===== config.mk =====
export PLATFORM = sky130hd
export DESIGN_NAME = pabt_ram
export DESIGN_NICKNAME = d
export VERILOG_FILES = /design/src/hw/rtl/peer_access_ban_table_core_defines.svh /design/src/hw/rtl/pabt_ram.sv
export SDC_FILE = /design/constraint.sdc
export NUM_CORES = 1
export LEC_CHECK = 0
export BUFFER_PORTS_ARGS = -buffer_cell sky130_fd_sc_hd__buf_2
export CAP_MARGIN = 20
export CORE_MARGIN = 2
export CORE_UTILIZATION = 45
export CTS_CLUSTER_SIZE = 28
export DETAILED_ROUTE_END_ITERATION = 8
export SYNTH_ARGS = -nofsm -noshare
export SYNTH_HDL_FRONTEND = slang
export SYNTH_SLANG_ARGS = --single-unit

===== constraint.sdc =====
create_clock -name clk -period 5.3 [get_ports clk]
set_clock_uncertainty 0.1 [all_clocks]
set_input_delay 0.265 -clock clk [delete_from_list [all_inputs] [get_ports clk]]
set_output_delay 0.265 -clock clk [all_outputs]
set_load 0.05 [all_outputs]

===== src/hw/rtl/peer_access_ban_table_core_defines.svh =====
// Assertion macros used by the core RTL.
`ifndef PEER_ACCESS_BAN_TABLE_CORE_DEFINES_SVH
`define PEER_ACCESS_BAN_TABLE_CORE_DEFINES_SVH

// Same-cycle implication, disabled while reset is held.
`define PABT_ASSERT_NOW(lbl, clk, rst_n, ante, cons, msg) \
	lbl: assert property (@(posedge clk) disable iff (!rst_n) (ante) |-> (cons)) \
		else $error(msg);

// Next-cycle implication, disabled while reset is held.
`define PABT_ASSERT_NEXT(lbl, clk, rst_n, ante, cons, msg) \
	lbl: assert property (@(posedge clk) disable iff (!rst_n) (ante) |=> (cons)) \
		else $error(msg);

`endif


===== src/hw/rtl/pabt_ram.sv =====
module pabt_ram #(
	parameter int WIDTH = 8,
	parameter int DEPTH = 64
) (
	input  logic                     clk,
	input  logic                     we,
	input  logic [$clog2(DEPTH)-1:0] waddr,
	input  logic [WIDTH-1:0]         wdata,
	input  logic [$clog2(DEPTH)-1:0] raddr,
	output logic [WIDTH-1:0]         rdata
);

	logic [WIDTH-1:0] mem [DEPTH];

	always_ff @(posedge clk) begin
		if (we) begin
			mem[waddr] <= wdata;
		end
		rdata <= mem[raddr];
	end

endmodule


# Yosys cells after proc, flatten, opt, wreduce, memory -nomap -nowiden
# Memory sizes are Yosys's and may differ from the RTL's. A register that Yosys moved wholly into a read port is not among the register bits.
# Index checks and enable logic that the tools add are counted.
# classes
mux	2
# op_table
operator	count
$mux 1	2
# totals
ff_bits	0
mem_bits_rw	512
out_inout_bits	8
mem_count	1
# memory_table
memory	depth	word_bits	rd	rd_ports_with_merged_regs	wr	line_no	text
mem	64	8	1	1	1	pabt_ram.sv:13	logic [WIDTH-1:0] mem [DEPTH];

# Longest topological paths before layout
# logic_depth
word_depth	2
depth_mapped	9
depth_no_buf	5

# Worst setup path before layout
# Ideal clock, no wire load.
# synth_path
path_type	input to register
startpoint	input port raddr[1]
endpoint	register rdata[3], read port of mem
setup_ns	0.128
arrival_ns	1.805
required_ns	5.072
slack_ns	3.267
stages	7
n_path_buf	3
cell_sequence	buf_4 > buf_2 > buf_2 > mux4_2 > mux4_2 > o21ai_1 > o41ai_1
# synth_rtl
element	line_no	text
start, declared	pabt_ram.sv:9	input logic [$clog2(DEPTH)-1:0] raddr,
end, declared	pabt_ram.sv:10	output logic [WIDTH-1:0] rdata

==> qor.yml <==
timing.rr.end: "rdata[0]"
critical_path_class: "in -> reg"
place_hpwl_um: 26800
yosysSeqAreaShare: 0.770
leakage_nw: 6.96
cts_resized: 0
grt_pass1_vias: 9700
die_x_um: 216
postCtsSetupRepairBufs: 0
p_per_area_nw_per_um2: 377
fmax_ghz: 0.384
status: "completed"
fin_crit_sh: 0.491
wirelength_um: 45300
synth_ff_type: "edfxtp_1"
ys_seq_elements: 520
synth_edf_count: 512
wl_per_cell_um: 27.9
post_drt_via_cell_ratio: 5.83
ios: 30
startpoint: "raddr[0]"
cts_tree: "done"
setup_tns_ns: 0
hold_depth: 1
ys_warn_count: 0
setup_viol: 0
start_kind: "input port"
synth_compound_area_frac: 0.0207
netlist_area_um2: 20200
die_h_um: 216
slew_headroom: 0.250
cts_max_level: 2
grt-ovfl-total: 0
die-area_um2: 46500
synthAdderAreaFrac: 0
hp-class: "in -> reg"
vias: 9477
end_kind: "flip-flop"
regToRegStartpoint: "mem[47][0]"
crit_fanout: 70
synth_cell_type_count: 40
cts_sinks: 520
io_buffers: 29
synthXorXnorAreaFrac: 0
coreArea_um2: 44200
synthArstFlopShare: 0
first_iter_violations: 1015
min_period_ns: 2.60
antenna_found_initial: 3
clk-insertion-delay-late_ns: 0.58
synth.area.mux_share: 0.159
firstDrtPassIters: 5
fin_util: 0.509
power_mw: 8.49
grt_pass1_wl_um: 66800
r2r_cells: 4
vdd_drop_max_mv: 0.212
cts.path.max_buffers: 3
track_usage: 0.199
path_clk_slew_ns: 0.06
start_util: 0.456
syn_area_per_cell_um2: 21.5
min_to: "mem[2][5]"
synth-simple-area-share: 0.0339
clockRootBuffer: "clkbuf_16"
ant_nets: 0
syn_to_final_growth_pct: 11.7
row_count: 77
tightest_slew_ns: 1.12
slew_violations: 0
hold_viol: 0
hp-start: "wdata[5]"
r2r_slack_ns: 2.94
holdBufCountCts: 0
drive_above_1_share: 0.254
final_nets: 1014
synth_fp_nets: 962
arrival_ns: 2.92
cts_buffers: 51
synth_top_family_by_area: "multiplexers"
crit_required_ns: 5.62
rsz0062_at_grt: "no"
grt_max_degree: 71
synth_cells: 940
place.gp.congestion: 0.771
drc_errors: 0
max-cap-violations: 0
sequential cells by signal (all words and copies together), names as in the netlist:
name   flops
rdata      8
mem      512
cells by family after synthesis:
group                  after synthesis
multiplexers                       162
buffers and inverters               51
flip-flops                         520
AND/OR/NAND/NOR                    153
AO/OA/AOI/OAI                       54
how the worst max path moves through the flow:
stage	endpoint	slack [ns]	cells past startpoint
finish	rdata[0]	2.70	6
CTS	rdata[0]	2.54	6
detailed placement	rdata[0]	1.94	6
global route	rdata[0]	2.51	6
floorplan	rdata[3]	3.27	7
global placement	rdata[0]	1.98	6
worst max-delay path, stage by stage:
cell	delay, ns
clkbuf_8	0.64
buf_4	0.31
buf_4	0.29
mux2_2	0.39
a221oi_1	0.84
o2bb2ai_1	0.16
Yosys cell counts, types with 7 or more instances:
master | n | area (µm²)
nor3_1 | 7 | 35.0
buf_4 | 13 | 97.6
nand3_1 | 13 | 65.1
mux2_2 | 13 | 146
nor2b_1 | 14 | 87.6
mux4_2 | 126 | 2840
edfxtp_1 | 512 | 15400
nand2_1 | 19 | 71.3
nor2_1 | 83 | 312
o22ai_1 | 8 | 50.1
nand2b_1 | 7 | 43.8
clkbuf_1 | 17 | 63.8
o221ai_1 | 8 | 70.1
buf_2 | 11 | 55.1
dfxtp_1 | 8 | 160
mux2i_1 | 23 | 230
power by group:
part	internal, mW	switching, mW	leakage, nW
sequential	4.55	0.0151	4.67
clock	2.00	1.48	0.782
combinational	0.156	0.286	1.51
total	6.70	1.78	6.96
layer usage:
layer / GRT usage / routed length (µm)
met1: 0.285 / 19600
met3: 0.0357 / 2780
met5: 0 / 13
met2: 0.314 / 21600
met4: 0.0634 / 1320
cell usage in the layout (no fill, tap or decap), types with 4 or more instances in the layout:
master     synthesis  layout
o221ai_1           8       8
buf_4             13      21
edfxtp_1         512     512
bufinv_16          0       5
nand2_1           19      19
nand2b_1           7       7
clkbuf_16          0      51
nor2b_1           14      14
nor2_1            83      83
buf_2             11      26
mux4_2           126     126
dfxtp_1            8       8
mux2i_1           23      23
nor3_1             7       7
mux2_2            13      13
a221oi_1           6       6
clkinv_2           0      12
clkbuf_1          17       6
a211oi_1           4       4
clkinv_1           0      15
o22ai_1            8       8
nand3_1           13      13
metrics by stage:
stage	setup slack, ns	hold slack [ns]	cells	area (µm²)
after floorplan	3.27	0.264	940	20200
after global placement	1.98	0.627	1530	20900
after detailed placement	1.94	0.605	1531	20900
after CTS	2.54	0.00161	1623	22500
after global routing	2.51	0.00848	1623	22500
final	2.70	0.00988	1625	22500
layout make-up:
cell class	instances	area, µm²
sequential	520	15500
antenna	2	5.00
timing repair buffer	50	342
clock buffer	57	1300
tap	592	741
fill	3472	21700
multi-input combinational	369	4320
clock inverter	35	290
Power figures use the tool's default switching activity.
